--- config.mk ---
export PLATFORM = sky130hd
export DESIGN_NAME = iso_datetime_string_parser_top
export DESIGN_NICKNAME = d
export VERILOG_FILES = /design/src/sv/isodt_pkg.sv /design/src/sv/isodt_parser.sv /design/src/sv/isodt_checker.sv /design/src/sv/iso_datetime_string_parser_top.sv
export SDC_FILE = /design/constraint.sdc
export NUM_CORES = 1
export LEC_CHECK = 0
export ABC_AREA = 0
export BUFFER_PORTS_ARGS = -buffer_cell sky130_fd_sc_hd__buf_2
export CAP_MARGIN = 20
export CORE_ASPECT_RATIO = 0.8
export CORE_UTILIZATION = 40
export CTS_CLUSTER_SIZE = 24
export DETAILED_ROUTE_END_ITERATION = 10
export SYNTH_ARGS = -nofsm -noshare
export SYNTH_HDL_FRONTEND = slang
export SYNTH_SLANG_ARGS = --single-unit
--- constraint.sdc ---
create_clock -name clk -period 6.6 [get_ports clk]
set_input_delay 0.99 -clock clk [delete_from_list [all_inputs] [get_ports clk]]
set_output_delay 0.99 -clock clk [all_outputs]
set_load 0.03 [all_outputs]
--- src/sv/isodt_pkg.sv ---
package isodt_pkg;

  localparam int unsigned VAL_W  = 24;
  localparam int unsigned CFG_W  = 14;
  localparam int unsigned CIDX_W = 1;

  // configuration register indexes
  localparam logic [CIDX_W-1:0] CFG_MIN_YEAR     = 1'd0;
  localparam logic [CIDX_W-1:0] CFG_CENTURY_BASE = 1'd1;

  localparam logic [CFG_W-1:0] MIN_YEAR_RST     = 14'd2020;
  localparam logic [CFG_W-1:0] CENTURY_BASE_RST = 14'd2000;

  localparam logic [7:0] CH_ZERO  = 8'h30;
  localparam logic [7:0] CH_NINE  = 8'h39;
  localparam logic [7:0] CH_DASH  = 8'h2D;
  localparam logic [7:0] CH_COLON = 8'h3A;
  localparam logic [7:0] CH_T     = 8'h54;

  localparam logic [VAL_W-1:0] ACC_MAX    = 24'hFFFFFF;
  localparam logic [VAL_W-1:0] YEAR_SHORT = 24'd100;
  localparam logic [VAL_W-1:0] MONTH_MAX  = 24'd12;
  localparam logic [VAL_W-1:0] DAY_MAX    = 24'd31;
  localparam logic [VAL_W-1:0] HOUR_MAX   = 24'd23;
  localparam logic [VAL_W-1:0] MINSEC_MAX = 24'd59;

  typedef struct packed {
    logic [7:0] code;
    logic       end_of_string;
  } in_t;

  typedef struct packed {
    logic             ok;
    logic             date_given;
    logic             time_given;
    logic [VAL_W-1:0] year_value;
    logic [3:0]       month_value;
    logic [4:0]       day_value;
    logic [4:0]       hour_value;
    logic [5:0]       minute_value;
    logic [5:0]       second_value;
  } out_t;

  // fields collected for one string, handed from the parser to the checker
  typedef struct packed {
    logic                  past_separator;
    logic                  dash_seen;
    logic                  colon_seen;
    logic                  fault;
    logic [1:0]            field_count;
    logic [2:0][VAL_W-1:0] fields;
    logic [2:0][VAL_W-1:0] saved;
    logic                  date_valid;
  } rec_t;

  function automatic logic [VAL_W-1:0] expand_year(input logic [VAL_W-1:0] y,
                                                   input logic [CFG_W-1:0] base);
    logic [VAL_W-1:0] r;
    r = (y < YEAR_SHORT) ? (y + {{(VAL_W-CFG_W){1'b0}}, base}) : y;
    return r;
  endfunction

  function automatic logic date_in_range(input logic [2:0][VAL_W-1:0] v,
                                         input logic [CFG_W-1:0] min_year,
                                         input logic [CFG_W-1:0] base);
    logic [VAL_W-1:0] y;
    y = expand_year(v[0], base);
    return (y >= {{(VAL_W-CFG_W){1'b0}}, min_year}) &&
           (v[1] >= 24'd1) && (v[1] <= MONTH_MAX) &&
           (v[2] >= 24'd1) && (v[2] <= DAY_MAX);
  endfunction

endpackage

--- src/sv/isodt_parser.sv ---
module isodt_parser #(
  parameter int unsigned MAX_DIGITS = 7
) (
  input  logic                         clk,
  input  logic                         rst_n,
  input  logic                         in_valid,
  output logic                         in_stall,
  input  isodt_pkg::in_t               in_data,
  input  logic [isodt_pkg::CFG_W-1:0]  min_year,
  input  logic [isodt_pkg::CFG_W-1:0]  century_base,
  output logic                         rec_valid,
  output isodt_pkg::rec_t              rec_data,
  input  logic                         rec_stall
);
  import isodt_pkg::*;

  localparam int unsigned DC_W = $clog2(MAX_DIGITS + 1);

  typedef struct packed {
    logic                  ps;
    logic                  dash;
    logic                  colon;
    logic                  flt;
    logic [1:0]            cnt;
    logic [DC_W-1:0]       dc;
    logic [VAL_W-1:0]      acc;
    logic [2:0][VAL_W-1:0] fs;
  } pstate_t;

  localparam pstate_t PSTATE_CLR = '0;

  function automatic pstate_t close_field(input pstate_t s);
    pstate_t r;
    r = s;
    if (s.dc != '0) begin
      if (s.cnt != 2'd3) begin
        r.fs[s.cnt] = s.acc;
        r.cnt       = s.cnt + 2'd1;
      end else begin
        r.flt = 1'b1;
      end
    end
    r.dc  = '0;
    r.acc = '0;
    return r;
  endfunction

  // entries past the fill count read as zero
  function automatic logic [2:0][VAL_W-1:0] mask_fields(input logic [2:0][VAL_W-1:0] fs,
                                                        input logic [1:0] cnt);
    logic [2:0][VAL_W-1:0] m;
    for (int i = 0; i < 3; i++) begin
      m[i] = (2'(i) < cnt) ? fs[i] : '0;
    end
    return m;
  endfunction

  logic                  inq_valid_r, inq_valid_nxt;
  in_t                   inq_r;
  pstate_t               st_r, st_nxt;
  logic [2:0][VAL_W-1:0] saved_r, saved_nxt;
  logic                  date_valid_r, date_valid_nxt;
  logic                  rec_valid_r, rec_valid_nxt;
  rec_t                  rec_r, rec_nxt;
  logic                  step;
  logic                  accept;

  assign step     = inq_valid_r &&
                    (!inq_r.end_of_string || !rec_valid_r || !rec_stall);
  assign in_stall = inq_valid_r && !step;
  assign accept   = in_valid && !in_stall;

  always_comb begin
    pstate_t               s;
    logic [VAL_W+3:0]      prod;
    logic [2:0][VAL_W-1:0] m;
    logic                  is_digit;
    s              = st_r;
    saved_nxt      = saved_r;
    date_valid_nxt = date_valid_r;
    rec_nxt        = rec_r;
    prod           = '0;
    m              = '0;
    is_digit       = (inq_r.code >= CH_ZERO) && (inq_r.code <= CH_NINE);
    if (step) begin
      if (is_digit) begin
        if (s.dc >= DC_W'(MAX_DIGITS)) begin
          s.flt = 1'b1;
        end else begin
          prod  = {1'b0, s.acc, 3'b000} + {3'b000, s.acc, 1'b0} +
                  {{(VAL_W){1'b0}}, inq_r.code[3:0]};
          s.acc = (prod > {4'b0000, ACC_MAX}) ? ACC_MAX : prod[VAL_W-1:0];
          s.dc  = s.dc + DC_W'(1);
        end
      end else if (!s.ps && (inq_r.code == CH_DASH || inq_r.code == CH_COLON)) begin
        s = close_field(s);
        if (inq_r.code == CH_DASH) begin
          s.dash = 1'b1;
        end else begin
          s.colon = 1'b1;
        end
      end else if (!s.ps && inq_r.code == CH_T) begin
        // close the date part and start over on the time part
        s              = close_field(s);
        m              = mask_fields(s.fs, s.cnt);
        date_valid_nxt = !s.flt && !s.colon && (s.cnt == 2'd3) &&
                         date_in_range(m, min_year, century_base);
        saved_nxt      = m;
        s.cnt          = 2'd0;
        s.flt          = 1'b0;
        s.ps           = 1'b1;
      end else if (s.ps && inq_r.code == CH_COLON) begin
        s = close_field(s);
      end else begin
        s.flt = 1'b1;
      end

      if (inq_r.end_of_string) begin
        s                      = close_field(s);
        rec_nxt.past_separator = s.ps;
        rec_nxt.dash_seen      = s.dash;
        rec_nxt.colon_seen     = s.colon;
        rec_nxt.fault          = s.flt;
        rec_nxt.field_count    = s.cnt;
        rec_nxt.fields         = mask_fields(s.fs, s.cnt);
        rec_nxt.saved          = saved_nxt;
        rec_nxt.date_valid     = date_valid_nxt;
        s                      = PSTATE_CLR;
        date_valid_nxt         = 1'b0;
      end
    end
    st_nxt = s;
  end

  always_comb begin
    if (accept) begin
      inq_valid_nxt = 1'b1;
    end else if (step) begin
      inq_valid_nxt = 1'b0;
    end else begin
      inq_valid_nxt = inq_valid_r;
    end

    if (step && inq_r.end_of_string) begin
      rec_valid_nxt = 1'b1;
    end else if (!rec_stall) begin
      rec_valid_nxt = 1'b0;
    end else begin
      rec_valid_nxt = rec_valid_r;
    end
  end

  always_ff @(posedge clk) begin
    if (!rst_n) begin
      inq_valid_r  <= 1'b0;
      st_r         <= PSTATE_CLR;
      date_valid_r <= 1'b0;
      rec_valid_r  <= 1'b0;
    end else begin
      inq_valid_r  <= inq_valid_nxt;
      st_r         <= st_nxt;
      date_valid_r <= date_valid_nxt;
      rec_valid_r  <= rec_valid_nxt;
    end
  end

  always_ff @(posedge clk) begin
    if (accept) begin
      inq_r <= in_data;
    end
    saved_r <= saved_nxt;
    rec_r   <= rec_nxt;
  end

  assign rec_valid = rec_valid_r;
  assign rec_data  = rec_r;

  a_dc_bound: assert property (@(posedge clk) disable iff (!rst_n)
    st_r.dc <= DC_W'(MAX_DIGITS))
    else $error("digit count beyond limit");

  a_eos_clears: assert property (@(posedge clk) disable iff (!rst_n)
    (step && inq_r.end_of_string) |=>
      (rec_valid_r && !st_r.ps && st_r.cnt == 2'd0 && st_r.dc == '0 && !date_valid_r))
    else $error("string end did not emit a record and clear the parse state");

  a_rec_hold: assert property (@(posedge clk) disable iff (!rst_n)
    (rec_valid_r && rec_stall) |=> (rec_valid_r && $stable(rec_r)))
    else $error("stalled record changed");

endmodule

--- src/sv/isodt_checker.sv ---
module isodt_validate (
  input  logic                        clk,
  input  logic                        rst_n,
  input  logic                        rec_valid,
  input  isodt_pkg::rec_t             rec_data,
  output logic                        rec_stall,
  input  logic [isodt_pkg::CFG_W-1:0] min_year,
  input  logic [isodt_pkg::CFG_W-1:0] century_base,
  output logic                        out_valid,
  input  logic                        out_stall,
  output isodt_pkg::out_t             out_data
);
  import isodt_pkg::*;

  logic out_valid_r, out_valid_nxt;
  out_t out_r, out_nxt;

  assign rec_stall = out_valid_r && out_stall;

  always_comb begin
    logic                  dg;
    logic                  tg;
    logic                  dok;
    logic                  tok;
    logic                  time_ok;
    logic [2:0][VAL_W-1:0] dv;
    logic [2:0][VAL_W-1:0] tv;
    time_ok = !rec_data.fault && (rec_data.field_count != 2'd0) &&
              (rec_data.fields[0] <= HOUR_MAX) &&
              (rec_data.fields[1] <= MINSEC_MAX) &&
              (rec_data.fields[2] <= MINSEC_MAX);
    dv  = '0;
    tv  = '0;
    dok = 1'b1;
    tok = 1'b1;
    priority if (rec_data.past_separator) begin
      dg  = 1'b1;
      tg  = 1'b1;
      dv  = rec_data.saved;
      dok = rec_data.date_valid;
      tv  = rec_data.fields;
      tok = time_ok;
    end else if (rec_data.dash_seen) begin
      dg  = 1'b1;
      tg  = 1'b0;
      dv  = rec_data.fields;
      dok = !rec_data.fault && !rec_data.colon_seen && (rec_data.field_count == 2'd3) &&
            date_in_range(rec_data.fields, min_year, century_base);
    end else begin
      dg  = 1'b0;
      tg  = 1'b1;
      tv  = rec_data.fields;
      tok = time_ok;
    end
    out_nxt.ok           = dok && tok;
    out_nxt.date_given   = dg;
    out_nxt.time_given   = tg;
    out_nxt.year_value   = dg ? expand_year(dv[0], century_base) : '0;
    out_nxt.month_value  = dv[1][3:0];
    out_nxt.day_value    = dv[2][4:0];
    out_nxt.hour_value   = tv[0][4:0];
    out_nxt.minute_value = tv[1][5:0];
    out_nxt.second_value = tv[2][5:0];
  end

  assign out_valid_nxt = rec_stall ? out_valid_r : rec_valid;

  always_ff @(posedge clk) begin
    if (!rst_n) begin
      out_valid_r <= 1'b0;
    end else begin
      out_valid_r <= out_valid_nxt;
    end
  end

  always_ff @(posedge clk) begin
    if (rec_valid && !rec_stall) begin
      out_r <= out_nxt;
    end
  end

  assign out_valid = out_valid_r;
  assign out_data  = out_r;

  a_ok_given: assert property (@(posedge clk) disable iff (!rst_n)
    (out_valid_r && out_r.ok) |-> (out_r.date_given || out_r.time_given))
    else $error("ok result with neither date nor time");

  a_ok_hour: assert property (@(posedge clk) disable iff (!rst_n)
    (out_valid_r && out_r.ok && out_r.time_given) |->
      (out_r.hour_value <= 5'd23 && out_r.minute_value <= 6'd59 &&
       out_r.second_value <= 6'd59))
    else $error("ok result with time out of range");

endmodule

--- src/sv/iso_datetime_string_parser_top.sv ---
// channel  dir  handshake                 payload
// in_      in   in_valid / in_stall       isodt_pkg::in_t   (code, end_of_string)
// out_     out  out_valid / out_stall     isodt_pkg::out_t  (ok ... second_value)
// cfg_     in   cfg_valid / cfg_ready     cfg_index, cfg_data (14 bit)
//
// One character is taken every cycle while in_stall is low; the request
// with end_of_string passes the input register, parse stage and check stage
// to the output. Reset is synchronous: config returns to 2020 / 2000 and the
// parse state clears. out_stall backs up through the stages to in_stall only
// while a result waits; characters that end no string keep flowing.
module iso_datetime_string_parser_top #(
  parameter int unsigned MAX_DIGITS = 7
) (
  input  logic                         clk,
  input  logic                         rst_n,
  input  logic                         in_valid,
  output logic                         in_stall,
  input  isodt_pkg::in_t               in_data,
  output logic                         out_valid,
  input  logic                         out_stall,
  output isodt_pkg::out_t              out_data,
  input  logic                         cfg_valid,
  output logic                         cfg_ready,
  input  logic [isodt_pkg::CIDX_W-1:0] cfg_index,
  input  logic [isodt_pkg::CFG_W-1:0]  cfg_data
);
  import isodt_pkg::*;

  logic [CFG_W-1:0] min_year_r, min_year_nxt;
  logic [CFG_W-1:0] century_base_r, century_base_nxt;
  logic             rec_valid;
  logic             rec_stall;
  rec_t             rec_data;

  assign cfg_ready = 1'b1;

  always_comb begin
    min_year_nxt     = min_year_r;
    century_base_nxt = century_base_r;
    if (cfg_valid && cfg_ready) begin
      unique case (cfg_index)
        CFG_MIN_YEAR:     min_year_nxt     = cfg_data;
        CFG_CENTURY_BASE: century_base_nxt = cfg_data;
        default:          ;
      endcase
    end
  end

  always_ff @(posedge clk) begin
    if (!rst_n) begin
      min_year_r     <= MIN_YEAR_RST;
      century_base_r <= CENTURY_BASE_RST;
    end else begin
      min_year_r     <= min_year_nxt;
      century_base_r <= century_base_nxt;
    end
  end

  isodt_parser #(
    .MAX_DIGITS(MAX_DIGITS)
  ) u_parser (
    .clk          (clk),
    .rst_n        (rst_n),
    .in_valid     (in_valid),
    .in_stall     (in_stall),
    .in_data      (in_data),
    .min_year     (min_year_r),
    .century_base (century_base_r),
    .rec_valid    (rec_valid),
    .rec_data     (rec_data),
    .rec_stall    (rec_stall)
  );

  isodt_validate u_checker (
    .clk          (clk),
    .rst_n        (rst_n),
    .rec_valid    (rec_valid),
    .rec_data     (rec_data),
    .rec_stall    (rec_stall),
    .min_year     (min_year_r),
    .century_base (century_base_r),
    .out_valid    (out_valid),
    .out_stall    (out_stall),
    .out_data     (out_data)
  );

endmodule

* Word-level counts from Yosys, hierarchy flattened
Cells that the tools add are included.
** Word-level totals
- Bits in latches :: 0
- ROM bits :: 0
- Output and inout port bits :: 56
- Flip-flop bits (word level) :: 403
- Memory bits (writable) :: 0
- Input bits :: 29
- Memories kept :: 0
** Cells by class
- Magnitude comparators :: 30
- Multipliers :: 0
- Reductions and logical operators :: 51
- Mux-type cells :: 72
- Bitwise logic cells :: 1
- Add/subtract/negate cells :: 8
- Shift operators :: 0
- Divide/modulo/power cells :: 0
- Equality and inequality tests :: 8
** Operator list (count)
- 72-bit two-way mux :: 13
- 105-bit two-way mux :: 3
- 24-bit two-way mux :: 9
- 72-bit bitwise mux :: 2
- 54-bit two-way mux :: 2
- 53-bit two-way mux :: 2
- 101-bit two-way mux :: 1
- 24-bit demux with 2-bit select :: 2
- 24-bit by 1-bit greater-or-equal comparator with 1-bit output (second input constant) :: 4
- 27-bit two-way mux :: 3
- 24-bit by 14-bit adder with 24-bit output :: 3
- 24-bit by 5-bit <= comparator with 1-bit output (second input constant) :: 3
- 24-bit by 7-bit < comparator with 1-bit output (second input constant) :: 3
- 24-bit by 14-bit greater-or-equal comparator with 1-bit output :: 2
- 24-bit by 4-bit <= comparator with 1-bit output (second input constant) :: 2
- 24-bit by 6-bit <= comparator with 1-bit output (second input constant) :: 2
- 1-bit logical AND :: 31
- 27-bit by 25-bit adder with 28-bit output :: 1
- 28-bit by 4-bit adder with 28-bit output :: 1
- 28-bit by 24-bit > comparator with 1-bit output (second input constant) :: 1
- 3-bit two-way mux :: 9
- 1-bit two-way mux :: 22
- 8-bit by 6-bit equality test with 1-bit output (second input constant) :: 2
- 1-bit zero test :: 10
- 18 further kinds :: 37

* Logic depth before layout (Yosys ltp)
- Depth after elaboration :: 24
- Gate-level depth with buffers :: 27
- Depth with buffers taken out :: 24

* Cells and area by module
From an unflattened synthesis, not the netlist that was laid out.
** Unflattened totals
- Cell total of the unflattened synthesis :: 2493
- Area, all modules :: 24244.5 µm²
** By module, submodules not included
- isodt_parser :: area each 18640.4 µm², times used 1, cells each 1911
- isodt_validate :: area each 4473.0 µm², times used 1, cells each 461
- iso_datetime_string_parser_top :: area each 1131.1 µm², times used 1, cells each 121

* Least setup slack after synthesis
No wires, ideal clock.
- Path type :: flip-flop to flip-flop
- Start :: register u_parser.st_r[96] (netlist bit)
- End :: register u_parser.rec_r (netlist bit u_parser.rec_data[0]) (data pin)
- Path slack :: 1067 ps
- Period minus slack after synthesis :: 5533 ps
- Stages on the path, launching flop included :: 27
- Arrival :: 5276 ps
- Path through :: dfxtp_1 > inv_1 > ha_1 > nor2b_1 > buf_2 > nor2_8 > buf_4 > clkbuf_1 > a22oi_1 > xnor2_1 > ha_1 > a311oi_2 > o221a_1 > o21ai_1 > a31o_2 > o31ai_4 > o211ai_2 > xnor2_1 > o21ai_0 > ha_1 > a21o_1 > a221oi_1 > o31ai_1 > a2111oi_1 > o211ai_1 > a31o_1 > a22o_1
** Between the ends
- Word-level cells in the longest chain between the ends :: 19
- Elaborated cells on any way between the ends :: 37
- Those cells by class :: add/sub: 1; order compare: 9; eq/ne: 1; mux: 17; reduce/logical: 9
** Ends and longest elaborated chain
- start, declared :: line isodt_parser.sv:60 : pstate_t st_r, st_nxt;
- start signal, assigned :: line isodt_parser.sv:161 : st_r <= st_nxt;
- 3-bit nonzero test * :: line isodt_parser.sv:35 : if (s.dc != '0) begin
- 3-bit two-way mux :: line isodt_parser.sv:35
- 3-bit two-way mux :: line isodt_parser.sv:102 : end else if (!s.ps && inq_r.code == CH_T) begin
- 3-bit two-way mux :: line isodt_parser.sv:95 : end else if (!s.ps && (inq_r.code == CH_DASH || inq_r.code == CH_COLON)) begin
- 3-bit two-way mux :: line isodt_parser.sv:86 : if (is_digit) begin
- 3-bit two-way mux :: line isodt_parser.sv:85 : if (step) begin
- 1-bit by 2-bit < comparator with 1-bit output :: line isodt_parser.sv:53 : m[i] = (2'(i) < cnt) ? fs[i] : '0;
- 24-bit two-way mux :: line isodt_parser.sv:53
- [... 2 more ...]
- 24-bit by 14-bit greater-or-equal comparator with 1-bit output :: line isodt_pkg.sv:68 : return (y >= {{(VAL_W-CFG_W){1'b0}}, min_year}) &&
- 1-bit logical AND :: line isodt_pkg.sv:68
- 1-bit logical AND (2 in a row) :: line isodt_pkg.sv:69 : (v[1] >= 24'd1) && (v[1] <= MONTH_MAX) &&
- 1-bit logical AND :: line isodt_pkg.sv:70 : (v[2] >= 24'd1) && (v[2] <= DAY_MAX);
- 1-bit logical AND * :: line isodt_parser.sv:106 : date_valid_nxt = !s.flt && !s.colon && (s.cnt == 2'd3) &&
- 1-bit two-way mux * :: line isodt_parser.sv:102
- 1-bit two-way mux * :: line isodt_parser.sv:95
- 1-bit two-way mux * :: line isodt_parser.sv:86
- end signal, assigned :: line isodt_parser.sv:172 : rec_r <= rec_nxt;
- end, declared :: line isodt_parser.sv:64 : rec_t rec_r, rec_nxt;
Every way passes the cells marked *; elsewhere a longest branch is shown, timed or not. The select of a mux whose other input is x is not followed.
A chain may end at the register's enable or synchronous reset.

* Worst setup path after layout
- Start :: register u_parser.st_r[99] (netlist bit)
- End :: register u_parser.rec_r (netlist bit u_parser.rec_data[0]) (data pin)
** Between the ends
- Word-level cells in the longest chain between the ends :: 23
- Elaborated cells on any way between the ends :: 47
- Those cells by class :: add/sub: 2; order compare: 11; eq/ne: 2; mux: 23; reduce/logical: 9
** Ends and longest elaborated chain
- 2-bit by 3-bit < comparator with 1-bit output (not written as such) / 2-bit by 1-bit greater-or-equal comparator with 1-bit output (equally long branches) :: line isodt_parser.sv:37 : r.fs[s.cnt] = s.acc;
- 1-bit logical AND (not written as such) :: line isodt_parser.sv:37
- 24-bit two-way mux (not written as such) :: line isodt_parser.sv:37
- 24-bit demux with 2-bit select
- 72-bit bitwise mux :: line isodt_parser.sv:37
- 72-bit two-way mux :: line isodt_parser.sv:36 : if (s.cnt != 2'd3) begin
- 72-bit two-way mux :: line isodt_parser.sv:35
- 72-bit two-way mux :: line isodt_parser.sv:102
- [... 6 more ...]
- 24-bit by 14-bit greater-or-equal comparator with 1-bit output :: line isodt_pkg.sv:68
- 1-bit logical AND :: line isodt_pkg.sv:68
- 1-bit logical AND (2 in a row) :: line isodt_pkg.sv:69
- 1-bit logical AND :: line isodt_pkg.sv:70
- 1-bit logical AND * :: line isodt_parser.sv:106
- 1-bit two-way mux * :: line isodt_parser.sv:102
- 1-bit two-way mux * :: line isodt_parser.sv:95
- 1-bit two-way mux * :: line isodt_parser.sv:86
Marks and branches as above.

==> reports/qor_table.md <==
| Step | Item | Value |
|:---|:---|:---|
| floorplan | Height of the die | 198 um |
| timing | Number of endpoints failing setup at the final stage | 0 |
| global route | Maximum number of pins on one net before global-route repair | 71 |
| synth | Synth Area in Simple Gates | 15.1% |
| finish | Area growth syn-to-layout | 12.1% |
| place | Sum of net half-perimeters after detailed placement | 46700 um |
| finish | Area used by multi-input combinational logic | 9560 um2 |
| detailed routing | Avg WL per Cell | 24.2 um |
| synth | Number of enable flip-flop cells after synthesis | 207 |
| detailed routing | DRC errors left | 0 |
| synth | Complex-gate fraction of the synthesized area | 23.1% |
| synth | Post-synthesis cell type with the largest combined area | sky130_fd_sc_hd__edfxtp_1 |
| synth | Most instantiated flip-flop cell in the synthesis netlist | sky130_fd_sc_hd__edfxtp_1 |
| clock network | Number of buffers inserted by post-CTS setup repair | 0 |
| clock network | Number of buffers inserted during clock tree synthesis | 39 |
| power | Sw Ratio | 23.7% |
| floorplan | Top Ports | 85 |
| clock network | Clock tree root driver cell | sky130_fd_sc_hd__clkbuf_16 |
| worst setup path | Cell chain of the critical path | or2_1 > nor2_8 > a22o_1 > ha_1 > ha_1 > a311oi_2 > o221a_1 > o21ai_1 > a31o_2 > o31ai_4 > o211ai_2 > xnor2_1 > o21ai_0 > ha_1 > a21o_1 > a221oi_1 > o31ai_1 > a2111oi_1 > o211ai_1 > a31o_1 > a22o_1 |
| timing | Worst slew margin | 25.1% |
| clock network | TritonCTS clock tree | yes |
| worst setup path | Kind of cell adding the most delay to the critical path | compound AO/OA/AOI/OAI gates |
| global route | Total congestion overflow after global routing | 0 |
| synth | Synthesized instance count | 1940 |
| timing | Layout Skew | 0.0198 ns |
| min path | Worst hold path type | register to register |
| worst setup path | Cell with the biggest individual delay on the critical path | sky130_fd_sc_hd__dfxtp_1 |
| detailed routing | Via count | 16300 |
| run status | Result of the run | finished clean |
| synth | Most frequent cells after synthesis | sky130_fd_sc_hd__edfxtp_1, sky130_fd_sc_hd__nand2_1, sky130_fd_sc_hd__o21ai_0 |
| timing | Summed negative setup slack over all endpoints | 0 ns |
| power | Pwr dens | 221 nW/um2 |
| synth | Fraction of the mapped netlist area in adder cells | 7.94% |
| detailed routing | WL final | 64200 um |
| floorplan | Die footprint | 49100 um2 |
| global route | Initial antenna violation count | 4 |
| power | Switching power | 1.13 mW |
| floorplan | CORE AREA | 47300 um2 |
| synth | Total of flip-flops plus latches after synthesis | 344 |
| worst setup path | Kind of start point of the critical path | register |
| clock network | Clock sink count | 344 |
| synth | Number of unique standard cell types used by synthesis | 94 |
| timing | Final critical-path share of the clock period | 92.8% |
| finish | Final nets | 2153 |
| worst setup path | Most prevalent standard cell on the critical path | sky130_fd_sc_hd__ha_1 |
| worst setup path | Number of buffers and inverters on the critical path | 0 |
| power | Relative contribution of combinational cells to total power | 6.0% |
| worst setup path | Worst endpoint required time | 6.90 ns |
| synth | Sequential element share of the synthesized area | 46.4% |
| power | Leakage power of the design | 8.32 nW |
| worst setup path | Critical Path End Type | register |
| detailed routing | Total iterations of the first detailed-routing run | 8 |
| worst setup path | Worst Path Class, Setup | register to register |
| clock network | Htree depth | 2 |
| synth | Top-count cell post-synth | sky130_fd_sc_hd__edfxtp_1 |
| synth | Mean instance size in the synthesized netlist | 9.94 um2 |
| synth | Yosys Warn Count | 0 |
| timing | Slew at the pin closest to its max-slew limit | 1.11 ns |
| detailed routing | Via density per instance | 6.13 |
| timing | Worst hold-check slack | 0.466 ns |
| timing | Final hold violations | 0 |
| floorplan | Die extent in x | 248 um |
| timing | Number of slew-limit violations in the final report | 0 |
| worst setup path | Largest stage delay, worst path | 0.60 ns |
| detailed routing | Number of nets with antenna violations after detailed routing | 0 |
| timing | Time the worst path needs with I/O delays and setup | 6.12 ns |
| finish | Proportion of layout cells with a drive suffix above 1 | 11.5% |
| synth | Dominant cells by area after synthesis | sky130_fd_sc_hd__edfxtp_1, sky130_fd_sc_hd__dfxtp_1, sky130_fd_sc_hd__ha_1, sky130_fd_sc_hd__a22oi_1, sky130_fd_sc_hd__o21ai_0 |
| global route | Global Route Usage Sum | 26.0% |
| power | Worst IR Drop VDD | 157 uV |
| synth | Multiplexer share of the synthesized area | 1.17% |
| flow run | Max Cap Viol | 0 |
| synth | Synth top area share | 32.2% |
| clock network | Worst-skew pair later-pin latency | 0.56 ns |
| global route | Vias in the first global route | 14800 |
| clock network | Hold buffer count at cts | 0 |
| synth | Synthesized-area fraction occupied by xor and xnor cells | 2.04% |
| floorplan | Initial core utilization | 40.8% |
| synth | Share of synthesized flip-flops with an asynchronous set or reset | 0% |
| clock network | Clock-pin transition on the worst setup and hold timing paths | 0.06 ns |
| place | Gp weighted congestion | 0.962 |
| place | Count of buffers from port buffering | 83 |
| finish | Fill cell instance count of the final layout | 4469 |
| power | Seq pwr share | 49.3% |
| detailed routing | Initial DRC Count | 1832 |
| timing | Unrepaired setup endpoints after global routing | no |
| synth | Area of the mapped netlist | 19300 um2 |
| power | P_int | 3.65 mW |
| floorplan | Standard-cell row count | 71 |
| power | Clock network fraction of total power | 44.8% |
| global route | First-pass GRT wire length | 95600 um |
| clock network | Bufs on Longest Clock Path | 3 |
| worst setup path | Peak fanout along the critical path | 27 |
| timing | Max frequency | 163 MHz |
| finish | Sequential standard cell area | 8960 um2 |
| synth | Net Count, Synth | 2089 |
| clock network | Post-cts resize count | 0 |
| synth | Dominant combinational cell family by area after synthesis | compound AO/OA/AOI/OAI gates |
| worst setup path | Data arrival time of the critical path | 6.42 ns |
power by group through the flow:
stage	combinational (mW)	sequential, mW	clock, mW
floorplan	0.182	2.40	0
global placement	0.276	2.40	0
detailed placement	0.279	2.40	0
CTS	0.281	2.36	2.16
global route	0.312	2.36	2.24
finish	0.285	2.36	2.14
worst paths after layout:
kind / startpoint / to / slack, ns / depth (start not counted)
worst max register to register: u_parser.st_r[99]$_SDFFE_PN0P_ / u_parser.rec_data[0]$_DFFE_PP_ / 0.48 / 21
worst max-delay path: u_parser.st_r[99]$_SDFFE_PN0P_ / u_parser.rec_data[0]$_DFFE_PP_ / 0.48 / 21
worst min register to register: min_year_r[13]$_SDFFE_PN0P_ / min_year_r[13]$_SDFFE_PN0P_ / 0.47 / 2
worst min-delay path: min_year_r[13]$_SDFFE_PN0P_ / min_year_r[13]$_SDFFE_PN0P_ / 0.47 / 2
tightest hold or removal path, delay by kind of cell (launching register included):
family             cells  cell delay (ns)
AOI/OAI and AO/OA      1             0.06
DFF                    1             0.31
and+or+nand+nor        1             0.05
state kept, by name, summed over array words and instances (netlist names):
| signal | flops |
|---|---|
| century_base_r | 14 |
| u_parser.rec_data | 112 |
| min_year_r | 14 |
| u_checker.out_data | 53 |
| u_parser.date_valid_r | 1 |
| u_parser.rec_valid | 1 |
| u_parser.saved_r | 33 |
| u_parser.st_r | 105 |
| u_checker.out_valid | 1 |
| u_parser.inq_valid_r | 1 |
| u_parser.inq_r | 9 |
final cells by class:
cell class	instances	area share (%)
clock inverter	21	0.926
multi-input combinational	1414	44.2
sequential	344	41.4
timing repair buffer	141	3.99
clock buffer	48	4.76
inverter	64	1.12
antenna	1	0.0116
tap	620	3.59
cells in the final DEF (no fill, tap or decap), types with 17 or more instances in the layout:
cell type | synthesis | final
sky130_fd_sc_hd__buf_2 | 14 | 83
sky130_fd_sc_hd__nor2b_1 | 105 | 103
sky130_fd_sc_hd__a31oi_1 | 17 | 17
sky130_fd_sc_hd__a22oi_1 | 157 | 157
sky130_fd_sc_hd__a21boi_0 | 21 | 20
sky130_fd_sc_hd__xnor2_1 | 36 | 36
sky130_fd_sc_hd__nor2_1 | 82 | 82
sky130_fd_sc_hd__nor3_1 | 37 | 37
sky130_fd_sc_hd__ha_1 | 116 | 116
sky130_fd_sc_hd__a22o_1 | 31 | 31
sky130_fd_sc_hd__nor4_1 | 28 | 28
sky130_fd_sc_hd__clkbuf_16 | 0 | 39
sky130_fd_sc_hd__nand2_1 | 197 | 197
sky130_fd_sc_hd__inv_1 | 63 | 62
sky130_fd_sc_hd__o211ai_1 | 20 | 20
sky130_fd_sc_hd__o21ai_1 | 18 | 18
sky130_fd_sc_hd__a21oi_1 | 85 | 85
sky130_fd_sc_hd__a21o_1 | 36 | 36
sky130_fd_sc_hd__nand3_1 | 26 | 25
sky130_fd_sc_hd__o21ai_0 | 160 | 160
sky130_fd_sc_hd__dfxtp_1 | 137 | 137
sky130_fd_sc_hd__buf_4 | 2 | 56
sky130_fd_sc_hd__edfxtp_1 | 207 | 207
cells by family (layout without fill, tap and decap cells):
logic type,Yosys count,in the layout
AO/OA/AOI/OAI,654,654
XOR/XNOR,45,45
adder cells (fa/ha/maj),120,120
buffers and inverters,182,274
flip-flops,344,344
multiplexers,22,22
other,1,2
AND/OR/NAND/NOR,572,572
per-layer routing:
layer | vias to the layer above | global-route usage (%) | wire length [um]
met5 | - | 0 | 34
met4 | 4 | 7.77 | 1830
met2 | 850 | 34.2 | 24500
met1 | 7828 | 41.6 | 31000
met3 | 121 | 5.22 | 6800
li1 | 7456 | - | -
metrics by stage:
stage / utilization [%] / cells / setup slack, ns / area [um2] / total power, mW
floorplan: - / 1940 / 1.07 / 19300 / 2.58
global placement: 43.1 / 2580 / 0.487 / 20400 / 2.68
detailed placement: 43.1 / 2582 / 0.334 / 20400 / 2.68
CTS: 45.7 / 2651 / 0.317 / 21600 / 4.80
global route: 45.8 / 2652 / 0.157 / 21600 / 4.91
finish: 45.8 / 2653 / 0.478 / 21600 / 4.78
Power figures use the tool's default switching activity.
